## config.mk

```make
export PLATFORM = sky130hd
export DESIGN_NAME = rmc_time_parser_pps_clock
export DESIGN_NICKNAME = d
export VERILOG_FILES = /design/src/rmc_pkg.sv /design/src/rmc_front.sv /design/src/rmc_queue.sv /design/src/rmc_back.sv /design/src/rmc_time_parser_pps_clock.sv
export SDC_FILE = /design/constraint.sdc
export NUM_CORES = 1
export LEC_CHECK = 0
export BUFFER_PORTS_ARGS = -buffer_cell sky130_fd_sc_hd__buf_2
export CAP_MARGIN = 15
export CORE_ASPECT_RATIO = 0.9
export CORE_UTILIZATION = 60
export CTS_CLUSTER_DIAMETER = 120
export DETAILED_ROUTE_END_ITERATION = 8
export MAX_ROUTING_LAYER = met4
export PLACE_DENSITY_LB_ADDON = 0.12
export SYNTH_ARGS = -nofsm -noshare
export SYNTH_HDL_FRONTEND = slang
export SYNTH_HIERARCHICAL = 1
export SYNTH_SLANG_ARGS = --single-unit
```

## constraint.sdc

```tcl
create_clock -name clock -period 4.9 [get_ports clock]
set_input_delay 1.225 -clock clock [delete_from_list [all_inputs] [get_ports clock]]
set_output_delay 1.225 -clock clock [all_outputs]
set_load 0.02 [all_outputs]
```

## src/rmc_pkg.sv

```systemverilog
// Shared types, character codes and digit helpers for the RMC time parser.
package rmc_pkg;

   // Widths of the time fields and of one received byte
   localparam int TIME_W     = 7;
   localparam int BYTE_W     = 8;
   localparam int HEADER_LEN = 5;

   // Characters that steer the parser
   localparam logic [BYTE_W-1:0] CHAR_DOLLAR = 8'h24;
   localparam logic [BYTE_W-1:0] CHAR_COMMA  = 8'h2C;
   localparam logic [BYTE_W-1:0] CHAR_A      = 8'h41;
   localparam logic [BYTE_W-1:0] CHAR_ZERO   = 8'h30;

   // Wrap limits of the clock and the upper clamp of a digit pair
   localparam logic [TIME_W-1:0] SEC_WRAP   = 7'd60;
   localparam logic [TIME_W-1:0] MIN_WRAP   = 7'd60;
   localparam logic [TIME_W-1:0] HOUR_WRAP  = 7'd24;
   localparam logic [TIME_W-1:0] PAIR_MAX   = 7'd99;

   // Input selector
   typedef enum logic {
      OP_BYTE = 1'b0,
      OP_TICK = 1'b1
   } opcode_type;

   // Sentence parser: header letters matched so far, then the body
   typedef enum logic [2:0] {
      PS_IDLE = 3'd0,
      PS_HDR1 = 3'd1,
      PS_HDR2 = 3'd2,
      PS_HDR3 = 3'd3,
      PS_HDR4 = 3'd4,
      PS_HDR5 = 3'd5,
      PS_BODY = 3'd6
   } parse_state_type;

   // Comma counts inside the body
   localparam logic [1:0] COMMA_NONE = 2'd0;
   localparam logic [1:0] COMMA_ONE  = 2'd1;
   localparam logic [1:0] COMMA_TWO  = 2'd2;

   // Classified item handed from the front end to the back end
   typedef struct packed {
      logic                  is_tick;
      logic                  is_dollar;
      logic                  is_comma;
      logic                  is_a;
      logic [HEADER_LEN-1:0] hdr_hit;
      logic [BYTE_W-1:0]     data;
   } item_type;

   // Letters of the sentence header, first letter at index 0
   function automatic logic [BYTE_W-1:0] header_char(input logic [2:0] idx);
      logic [BYTE_W-1:0] ch;
      case (idx)
         3'd0:    ch = 8'h47; // G
         3'd1:    ch = 8'h50; // P
         3'd2:    ch = 8'h52; // R
         3'd3:    ch = 8'h4D; // M
         3'd4:    ch = 8'h43; // C
         default: ch = 8'h00;
      endcase
      return ch;
   endfunction

   // Two ASCII digits to a value, tens*10 + units, clamped to 0..99
   function automatic logic [TIME_W-1:0] digit_pair(input logic [BYTE_W-1:0] tens_ch,
                                                    input logic [BYTE_W-1:0] unit_ch);
      logic signed [12:0] tens_v;
      logic signed [12:0] unit_v;
      logic signed [12:0] sum_v;
      logic [TIME_W-1:0]  res;
      tens_v = $signed({5'd0, tens_ch}) - $signed({5'd0, CHAR_ZERO});
      unit_v = $signed({5'd0, unit_ch}) - $signed({5'd0, CHAR_ZERO});
      sum_v  = (tens_v <<< 3) + (tens_v <<< 1) + unit_v;
      if (sum_v < 13'sd0) begin
         res = '0;
      end else if (sum_v > $signed({6'd0, PAIR_MAX})) begin
         res = PAIR_MAX;
      end else begin
         res = sum_v[TIME_W-1:0];
      end
      return res;
   endfunction

endpackage

```

## src/rmc_front.sv

```systemverilog
// Front end: takes input items and classifies each byte for the back end.
module rmc_front (
   input  logic                           req_tvalid,
   output logic                           req_tready,
   input  logic [7:0]                     req_tdata,  // [7:0] rx_byte
   input  logic                           req_tuser,  // [0] opcode
   input  logic                           q_ready,
   output logic                           q_push,
   output rmc_pkg::item_type              q_item
);

   // Items flow straight into the queue while it has room
   assign req_tready = q_ready;
   assign q_push     = req_tvalid && q_ready;

   // Byte classification, including a hit per header letter
   always_comb begin
      q_item           = '0;
      q_item.is_tick   = (rmc_pkg::opcode_type'(req_tuser) == rmc_pkg::OP_TICK);
      q_item.is_dollar = (req_tdata == rmc_pkg::CHAR_DOLLAR);
      q_item.is_comma  = (req_tdata == rmc_pkg::CHAR_COMMA);
      q_item.is_a      = (req_tdata == rmc_pkg::CHAR_A);
      q_item.data      = req_tdata;
      for (int i = 0; i < rmc_pkg::HEADER_LEN; i++) begin
         q_item.hdr_hit[i] = (req_tdata == rmc_pkg::header_char(3'(i)));
      end
   end

endmodule

```

## src/rmc_queue.sv

```systemverilog
// Two-entry queue between the classifying front end and the back end.
module rmc_queue (
   input  logic              clock,
   input  logic              reset,
   input  logic              push,
   input  rmc_pkg::item_type push_item,
   output logic              push_ready,
   input  logic              pop,
   output logic              pop_valid,
   output rmc_pkg::item_type pop_item
);

   rmc_pkg::item_type entry_ff [2];
   logic              wr_ptr_ff, wr_ptr_in;
   logic              rd_ptr_ff, rd_ptr_in;
   logic [1:0]        count_ff, count_in;

   assign push_ready = (count_ff != 2'd2);
   assign pop_valid  = (count_ff != 2'd0);
   assign pop_item   = entry_ff[rd_ptr_ff];

   // Pointer and fill count updates
   always_comb begin
      wr_ptr_in = wr_ptr_ff ^ push;
      rd_ptr_in = rd_ptr_ff ^ pop;
      count_in  = count_ff + {1'b0, push} - {1'b0, pop};
   end

   always_ff @(posedge clock) begin
      if (reset) begin
         wr_ptr_ff <= 1'b0;
         rd_ptr_ff <= 1'b0;
         count_ff  <= 2'd0;
      end else begin
         wr_ptr_ff <= wr_ptr_in;
         rd_ptr_ff <= rd_ptr_in;
         count_ff  <= count_in;
      end
   end

   // Entry storage
   always_ff @(posedge clock) begin
      if (push) begin
         entry_ff[wr_ptr_ff] <= push_item;
      end
   end

endmodule

```

## src/rmc_back.sv

```systemverilog
// Back end: sentence parser, seconds clock and the result register.
module rmc_back #(
   parameter int HISTORY_DEPTH = 10
) (
   input  logic              clock,
   input  logic              reset,
   input  logic              q_valid,
   input  rmc_pkg::item_type q_item,
   output logic              q_pop,
   output logic              rsp_tvalid,
   input  logic              rsp_tready,
   output logic [23:0]       rsp_tdata
);

   localparam int TW       = rmc_pkg::TIME_W;
   localparam int TAP_LO   = 4;
   localparam int TAP_HI   = 9;

   rmc_pkg::parse_state_type state_ff, state_in;
   logic [1:0]    comma_ff, comma_in;
   logic          fix_ff, fix_in;
   logic          ready_ff, ready_in;
   logic          colon_ff, colon_in;
   logic [TW-1:0] hour_ff, hour_in;
   logic [TW-1:0] min_ff, min_in;
   logic [TW-1:0] sec_ff, sec_in;
   logic [7:0]    hist_ff [HISTORY_DEPTH];
   logic [7:0]    hist_in [HISTORY_DEPTH];
   logic          rsp_valid_ff, rsp_valid_in;
   logic [23:0]   rsp_data_ff, rsp_data_in;

   logic          out_free, take, tick_take, byte_take, body_byte;
   logic          hist_clear, hist_shift, load_time, out_load;
   logic [TW-1:0] sec_inc, min_inc, hour_inc;
   logic [7:0]    tap [TAP_LO:TAP_HI];

   // Result register frees itself when taken, so one item each cycle while it is empty or rsp_tready is high
   assign out_free  = !rsp_valid_ff || rsp_tready;
   assign take      = q_valid && out_free;
   assign q_pop     = take;
   assign tick_take = take && q_item.is_tick;
   assign byte_take = take && !q_item.is_tick && !ready_ff;
   assign body_byte = byte_take && !q_item.is_dollar && (state_ff == rmc_pkg::PS_BODY);

   // History taps that hold the time digits; missing taps read as zero
   for (genvar g = TAP_LO; g <= TAP_HI; g++) begin : g_tap
      if (g < HISTORY_DEPTH) begin : g_have
         assign tap[g] = hist_ff[g];
      end else begin : g_none
         assign tap[g] = '0;
      end
   end

   // Parser next state
   always_comb begin
      state_in = state_ff;
      if (byte_take) begin
         if (q_item.is_dollar) begin
            state_in = rmc_pkg::PS_HDR1;
         end else begin
            unique case (state_ff)
               rmc_pkg::PS_HDR1: state_in = q_item.hdr_hit[0] ? rmc_pkg::PS_HDR2
                                                               : rmc_pkg::PS_IDLE;
               rmc_pkg::PS_HDR2: state_in = q_item.hdr_hit[1] ? rmc_pkg::PS_HDR3
                                                               : rmc_pkg::PS_IDLE;
               rmc_pkg::PS_HDR3: state_in = q_item.hdr_hit[2] ? rmc_pkg::PS_HDR4
                                                               : rmc_pkg::PS_IDLE;
               rmc_pkg::PS_HDR4: state_in = q_item.hdr_hit[3] ? rmc_pkg::PS_HDR5
                                                               : rmc_pkg::PS_IDLE;
               rmc_pkg::PS_HDR5: state_in = q_item.hdr_hit[4] ? rmc_pkg::PS_BODY
                                                               : rmc_pkg::PS_IDLE;
               rmc_pkg::PS_BODY: begin
                  if (comma_ff == rmc_pkg::COMMA_TWO && q_item.is_comma) begin
                     state_in = rmc_pkg::PS_IDLE;
                  end
               end
               default: state_in = rmc_pkg::PS_IDLE;
            endcase
         end
      end
   end

   // Parser actions: commas, fix flag, history, time load
   always_comb begin
      comma_in   = comma_ff;
      fix_in     = fix_ff;
      ready_in   = ready_ff;
      hist_clear = byte_take && q_item.is_dollar;
      hist_shift = 1'b0;
      load_time  = 1'b0;
      if (hist_clear) begin
         comma_in = rmc_pkg::COMMA_NONE;
         fix_in   = 1'b0;
      end else if (body_byte) begin
         if (comma_ff == rmc_pkg::COMMA_TWO) begin
            if (q_item.is_comma) begin
               // status field closed: clock is ready and results start from here on
               load_time = fix_ff;
               ready_in  = 1'b1;
               comma_in  = rmc_pkg::COMMA_NONE;
            end else begin
               fix_in = q_item.is_a;
            end
         end else if (q_item.is_comma && comma_ff == rmc_pkg::COMMA_ONE) begin
            // time field closed: history freezes
            comma_in = rmc_pkg::COMMA_TWO;
         end else begin
            hist_shift = 1'b1;
            if (q_item.is_comma) begin
               comma_in = comma_ff + 2'd1;
            end
         end
      end
   end

   // History shift line, newest byte at entry zero
   always_comb begin
      for (int i = 0; i < HISTORY_DEPTH; i++) begin
         if (hist_clear) begin
            hist_in[i] = '0;
         end else if (hist_shift) begin
            hist_in[i] = (i == 0) ? q_item.data : hist_ff[(i == 0) ? 0 : i - 1];
         end else begin
            hist_in[i] = hist_ff[i];
         end
      end
   end

   // Seconds clock: tick carries through 60/60/24, or a parsed time loads
   always_comb begin
      sec_inc  = sec_ff + 7'd1;
      min_inc  = min_ff + 7'd1;
      hour_inc = hour_ff + 7'd1;
      hour_in  = hour_ff;
      min_in   = min_ff;
      sec_in   = sec_ff;
      colon_in = colon_ff;
      if (tick_take) begin
         sec_in = sec_inc;
         if (sec_inc >= rmc_pkg::SEC_WRAP) begin
            sec_in = '0;
            min_in = min_inc;
            if (min_inc >= rmc_pkg::MIN_WRAP) begin
               min_in  = '0;
               hour_in = (hour_inc >= rmc_pkg::HOUR_WRAP) ? '0 : hour_inc;
            end
         end
         if (ready_ff) begin
            colon_in = !colon_ff;
         end
      end else if (load_time) begin
         sec_in  = rmc_pkg::digit_pair(tap[5], tap[4]);
         min_in  = rmc_pkg::digit_pair(tap[7], tap[6]);
         hour_in = rmc_pkg::digit_pair(tap[9], tap[8]);
      end
   end

   // Result register
   assign out_load = tick_take && ready_ff;
   always_comb begin
      rsp_valid_in = out_load || (rsp_valid_ff && !rsp_tready);
      rsp_data_in  = rsp_data_ff;
      if (out_load) begin
         rsp_data_in = {1'b0, fix_ff, colon_in, sec_in, min_in, hour_in};
      end
   end

   always_ff @(posedge clock) begin
      if (reset) begin
         state_ff     <= rmc_pkg::PS_IDLE;
         comma_ff     <= rmc_pkg::COMMA_NONE;
         fix_ff       <= 1'b0;
         ready_ff     <= 1'b0;
         colon_ff     <= 1'b0;
         hour_ff      <= '0;
         min_ff       <= '0;
         sec_ff       <= '0;
         rsp_valid_ff <= 1'b0;
         for (int i = 0; i < HISTORY_DEPTH; i++) begin
            hist_ff[i] <= '0;
         end
      end else begin
         state_ff     <= state_in;
         comma_ff     <= comma_in;
         fix_ff       <= fix_in;
         ready_ff     <= ready_in;
         colon_ff     <= colon_in;
         hour_ff      <= hour_in;
         min_ff       <= min_in;
         sec_ff       <= sec_in;
         rsp_valid_ff <= rsp_valid_in;
         for (int i = 0; i < HISTORY_DEPTH; i++) begin
            hist_ff[i] <= hist_in[i];
         end
      end
   end

   always_ff @(posedge clock) begin
      rsp_data_ff <= rsp_data_in;
   end

   assign rsp_tvalid = rsp_valid_ff;
   assign rsp_tdata  = rsp_data_ff;

   // Once the clock is ready it stays ready
   a_ready_sticky: assert property (@(posedge clock) disable iff (reset)
      ready_ff |=> ready_ff)
      else $error("clock ready flag dropped");

   // Comma count is only non-zero inside a sentence body
   a_comma_body: assert property (@(posedge clock) disable iff (reset)
      (comma_ff != rmc_pkg::COMMA_NONE) |-> (state_ff == rmc_pkg::PS_BODY))
      else $error("comma count outside sentence body");

   // A result only ever comes from a tick while ready
   a_result_src: assert property (@(posedge clock) disable iff (reset)
      out_load |-> (q_item.is_tick && ready_ff && q_valid))
      else $error("result loaded without a ready tick");

   // Seconds in a fresh result are always below the wrap
   a_sec_range: assert property (@(posedge clock) disable iff (reset)
      out_load |=> (rsp_data_ff[20:14] < rmc_pkg::SEC_WRAP))
      else $error("seconds out of range in result");

endmodule

```

## src/rmc_time_parser_pps_clock.sv

```systemverilog
// Top level: GPS sentence time parser driving a seconds clock from PPS ticks.
// Throughput: one item per cycle on req_, sustained with rsp_tready held high.
// A ready tick's result is registered and shown on rsp_ in the cycle after the back end
//   takes it from the two-entry queue that registers each accepted item.
// Ticks before the clock is ready and all bytes give no result.
// Reset: synchronous, clears the time, colon, fix and ready flags, parser and history.
module rmc_time_parser_pps_clock #(
   parameter int HISTORY_DEPTH = 10
) (
   input  logic        clock,
   input  logic        reset,
   input  logic        req_tvalid,
   output logic        req_tready,
   input  logic [7:0]  req_tdata,   // [7:0] rx_byte
   input  logic        req_tuser,   // [0] opcode
   output logic        rsp_tvalid,
   input  logic        rsp_tready,
   output logic [23:0] rsp_tdata    // [6:0] hour_value, [13:7] minute_value,
                                    // [20:14] second_value, [21] colon_on,
                                    // [22] fix_was_valid, [23] zero
);

   logic              push, push_ready, pop, pop_valid;
   rmc_pkg::item_type push_item, pop_item;

   rmc_front u_front (
      .req_tvalid (req_tvalid),
      .req_tready (req_tready),
      .req_tdata  (req_tdata),
      .req_tuser  (req_tuser),
      .q_ready    (push_ready),
      .q_push     (push),
      .q_item     (push_item)
   );

   rmc_queue u_queue (
      .clock      (clock),
      .reset      (reset),
      .push       (push),
      .push_item  (push_item),
      .push_ready (push_ready),
      .pop        (pop),
      .pop_valid  (pop_valid),
      .pop_item   (pop_item)
   );

   rmc_back #(
      .HISTORY_DEPTH (HISTORY_DEPTH)
   ) u_back (
      .clock      (clock),
      .reset      (reset),
      .q_valid    (pop_valid),
      .q_item     (pop_item),
      .q_pop      (pop),
      .rsp_tvalid (rsp_tvalid),
      .rsp_tready (rsp_tready),
      .rsp_tdata  (rsp_tdata)
   );

endmodule
```

======== Word level (Yosys, flattened, before mapping) ========
Memory sizes are Yosys's and may differ from the RTL's. A register that Yosys moved wholly into a read port is not among the register bits.
Index checks and enable logic that the tools add are counted.
storage, ports and cells
  word-level logic and storage cells ...... 178
  bits in registers ....................... 57
  memory bits (read-only) ................. 0
  RAM bits ................................ 114
  input bits .............................. 13
  memories kept ........................... 2
  latch bits .............................. 0
memory list
  memory            words  width  read ports  clocked after Yosys merged registers in  write ports  line             RTL
  u_back.hist_ff    10     8      10          0                                        10           rmc_back.sv:27   logic [7:0] hist_ff [HISTORY_DEPTH];
  u_queue.entry_ff  2      17     1           1                                        1            rmc_queue.sv:13  rmc_pkg::item_type entry_ff [2];
cells by class
  div/mod/pow operators ................... 0
  eq/ne operators ......................... 19
  $lt $le $gt $ge ......................... 9
  reductions and logical operators ........ 27
  shift operators ......................... 0
  multipliers ............................. 0
  muxes and demuxes ....................... 76
  bitwise gates (word level) .............. 14
  add/sub/neg operators ................... 18
operators by type and width
  operator                                                         count
  two-way mux 8 bit                                                30
  two-way mux 7 bit                                                18
  adder 13 bit                                                     6
  subtractor 8 x 6 -> 9 bit (second input constant)                6
  equality test 8 x 7 -> 1 bit (second input constant)             6
  greater-than comparator 13 x 8 -> 1 bit (second input constant)  3
  < comparator 13 x 1 -> 1 bit (second input constant)             3
  adder 7 x 1 -> 7 bit (second input constant)                     3
  case mux 3 bit (6 select lines)                                  1
  equality test 8 x 6 -> 1 bit (second input constant)             2
  two-way mux 1 bit                                                16
  two-way mux 3 bit                                                5
  >= comparator 7 x 6 -> 1 bit (second input constant)             2
  logical AND 1 bit                                                12
  two-way mux 2 bit                                                6
  OR 1 bit                                                         10
  equality test 3 bit (second input constant)                      3
  >= comparator 7 x 5 -> 1 bit (second input constant)             1
  equality test 3 x 2 -> 1 bit (second input constant)             2
  logical NOT 1 bit                                                6
  AND reduction 3 bit                                              2
  AND reduction 4 bit                                              1
  nonzero test 2 bit                                               2
  equality test 3 x 1 -> 1 bit (second input constant)             1
  13 further kinds                                                 16

======== Depth between registers and ports, before layout ========
  word-level depth ........................ 12
  depth in mapped cells ................... 15

======== By module ========
The synthesis kept the hierarchy.
by module, submodules not included
  module     times used  seq. area each (sq um)  cells an instance  area an instance (sq um)
  rmc_back   1           2892.8                  990                8240.4
  rmc_queue  1           1101.1                  72                 1477.7
  rmc_front  1           0.0                     30                 229.0

======== Worst setup path after synthesis ========
No wires, ideal clock.
  path type ............................... register to register
  start point ............................. memory u_back.hist_ff[6][4]
  end point ............................... register u_back.rsp_data_ff[7], in the netlist u_back/rsp_tdata[7] (data pin)
  library setup time ...................... 0.270 ns
  path buffers ............................ 2
  stages on the path, launching flop included .. 16
  slack ................................... 1.294 ns
  arrival ................................. 3.337 ns
  cells stage by stage .................... dfxtp_1 ha_1 nor3_1 inv_1 fa_1 inv_1 ha_1 clkbuf_1 nand3_1 or4_1 nor2_1 a211o_1 nand4_1 nor2b_1 clkbuf_1 a21oi_1
RTL lines
  element                 line             RTL
  start: declaration      rmc_back.sv:27
  end signal: assignment  rmc_back.sv:199  rsp_data_ff <= rsp_data_in;
  end: declaration        rmc_back.sv:30   logic [23:0] rsp_data_ff, rsp_data_in;

==> metrics <==
Worst VDD drop 0.519 mV; global route total overflow 0; crit path buf inv count 2; Ant. Diodes 0; cell area power density 348 mW/mm^2; vias in the first global route 7,023; WHS 449 ps; CP startpoint u_back/hist_ff[6][4]; worst hold endpoint u_back/hist_ff[2][2]; FFs w/ async S/R, synth 0%; clock latency at the later pin of the worst-skew pair 440 ps; Final Hold Violating Endpoints 0; DR vias/cell 5.88; Sink Count 171; CP Data Arrival Time 4020 ps; top achievable clock speed 259 MHz; Rel. slew slack 35.2%; post-synthesis sequential area ratio 40.2%; CP max-delay cell fa_1; RR Endpoint u_back/rsp_tdata[12]; r2r startpoint u_back/hist_ff[6][4]; Setup TNS 0 ps; Cells after Synth 1,092; port bufs 37; HP Class reg2reg; fin nets 1,188; die width 138 um; Final Cell Area 0.0108 mm^2; status completed; starting density of the core 61.5%; area delta synth->final 8.47%; worst path cell trace ha_1 > nor3_1 > inv_1 > fa_1 > inv_1 > ha_1 > nand3_1 > or4_1 > nor2_1 > a211o_1 > nand4_1 > nor2b_1 > a21oi_1; Top FF cell, synth dfxtp_1; row count 44; CP Class reg2reg; Yosys reg bits 171; number of synthesized flops with an enable pin 57; Hold Crit Depth 2; cells resized by post-CTS repair 0; Crit Path Max Fanout 8; Ports 39; RSZ-0062 raised after global routing no; Synth cell types 89; H-tree depth 4; antenna violations before repair 0; die height 124 um; Critical Path RT 5060 ps; top-count cell post-synth nand2_1; routed wire length 20,700 um; Antenna Nets Post-Route 0; Clock Path Buffers 2; layout cell share with drive strength beyond 1 12.1%; P_leak 4.04 nW; MaxCap Viol Count 0; fillers 1,352; Reg area 0.00399 mm^2; root buffer cell clkbuf_16; GP Congestion 0.890; drt wl/cell 15.7 um; CP endpoint kind flip-flop; first-pass GRT wire length 33,900 um; slowest stage delay, CP 540 ps; core area 0.0162 mm^2; Yosys top cell by area dfxtp_1; yosys warns 6; Crit path max-delay family simple AND/OR/NAND/NOR gates; GRT Resource Usage Total 26.4%; Period Utilization, post-route 78.9%; Synth area leaders dfxtp_1 (23%), edfxtp_1 (17%), nand2_1 (7.8%); Post-DP Area 0.0102 mm^2; vias after detailed routing 7,760; Final Max Slew Viols 0; Final Critical Period 3860 ps; area of the multi-input gates 0.00543 mm^2; Mean Syn Cell Area 9.11 um^2; Worst Skew 10.2 ps; Post-CTS Setup Bufs 0; HP Start u_back/hist_ff[1][2]; share of the synthesized area in the top cell type 22.9%; clock input transition at the sequential cells of the worst setup and hold paths 70 ps; r2r setup slk 1040 ps; mapped cell area 0.00995 mm^2; post-detail-place hpwl 14,700 um; initial DRC count 519; FF-to-FF path depth 13; hold_buf cts 0; DRC violations left 0; final setup vio count 0; Net Count, Synth 1,181; Setup crit start kind flip-flop; largest net degree at the start of global routing 51; full die area 0.0171 mm^2; CTS Buf Count 17; Detailed Routing Iterations Pass 1 4; Worst Tran Pin Value 971 ps; top post-synthesis cells by count nand2_1 (206), a21oi_1 (134), dfxtp_1 (114), inv_1 (62), edfxtp_1 (57); CTS tree done
==> power breakdown <==
group	switching, mW	internal, mW
clock	0.587	0.823
combinational	0.381	0.280
sequential	0.0914	1.60
==> stage by stage <==
step	total power, mW	setup slack (ps)	util [%]	cells
after floorplan	2.25	1290	-	1092
after global placement	2.35	1060	62.8	1287
after detailed placement	2.37	1030	62.8	1287
after CTS	3.78	1010	66.7	1319
after global routing	3.93	668	66.7	1319
final	3.76	1040	66.7	1319
==> placed cells by master (no fill, tap or decap), drive strengths merged, types with 10 or more instances in the layout <==
master / count
clkbuf: 21
o21ai: 35
edfxtp: 57
nand2b: 10
fa: 27
a21oi: 134
nor2b: 11
a31oi: 11
nand2: 206
nor3: 19
dfxtp: 114
ha: 49
nor2: 50
inv: 71
xnor2: 20
a21o: 13
buf: 44
or2: 11
nand3: 17
xor2: 15
a211oi: 16
mux2: 18
==> worst max-delay path by stage <==
stage / depth (start not counted) / end / slack [ps]
finish: 13 / u_back/rsp_tdata[12] / 1040
global route: 13 / u_back/rsp_tdata[8] / 670
CTS: 13 / u_back/rsp_tdata[12] / 1010
detailed placement: 13 / u_back/rsp_tdata[12] / 1030
global placement: 13 / u_back/rsp_tdata[8] / 1060
floorplan: 15 / u_back/rsp_tdata[7] / 1290
==> layer usage <==
layer / vias up / routed length (um) / part of all wire, % / track usage (%)
met5: - / 0 / 0 / -
met4: 0 / 174 / 0.84 / 5.57
met3: 13 / 938 / 4.5 / 5.37
met2: 141 / 9410 / 45 / 40.2
met1: 3737 / 10200 / 49 / 36.3
li1: 3869 / - / - / -
==> cell type report <==
class	instances	area share (%)
clock buffers	21	4.45
inverters	62	2.16
clock inverters	11	1.31
well taps	207	2.40
repair buffers	44	2.32
multi-input cells	803	50.3
flip-flops and latches	171	37.0
==> worst register-to-register path: stages, from the launching register on <==
cell and delay, ps:
dfxtp_1 360, ha_1 240, nor3_1 470, inv_1 190, fa_1 540, inv_1 40
ha_1 400, nand3_1 100, or4_1 390, nor2_1 100, a211o_1 120, nand4_1 80
nor2b_1 420, a21oi_1 130
==> sequential cells by signal, summed over array words and instances, names as in the netlist <==
register	count
u_back/hour_ff	7
u_back/comma_ff	2
u_queue/rd_ptr_ff	1
u_queue/count_ff	2
u_back/fix_ff	1
u_back/hist_ff	80
u_back/sec_ff	7
u_back/rsp_tvalid	1
u_queue/entry_ff	34
u_back/state_ff	3
u_back/min_ff	7
u_back/ready_ff	1
u_back/colon_ff	1
u_queue/wr_ptr_ff	1
u_back/rsp_tdata	23
==> kinds of logic (layout without fill, tap and decap cells) <==
logic type	count (synthesis)	after routing	share of synthesized area, %
AOI/OAI and AO/OA	283	283	17.9
xor gates and xnor gates	36	36	3.38
adders and majority gates	76	76	11.6
buffers and inverters	118	138	5.30
DFF	171	171	40.2
muxes	24	24	2.98
other	1	1	0.0377
and+or+nand+nor	383	383	18.6
Note: power is estimated with default switching activity, not from simulation.
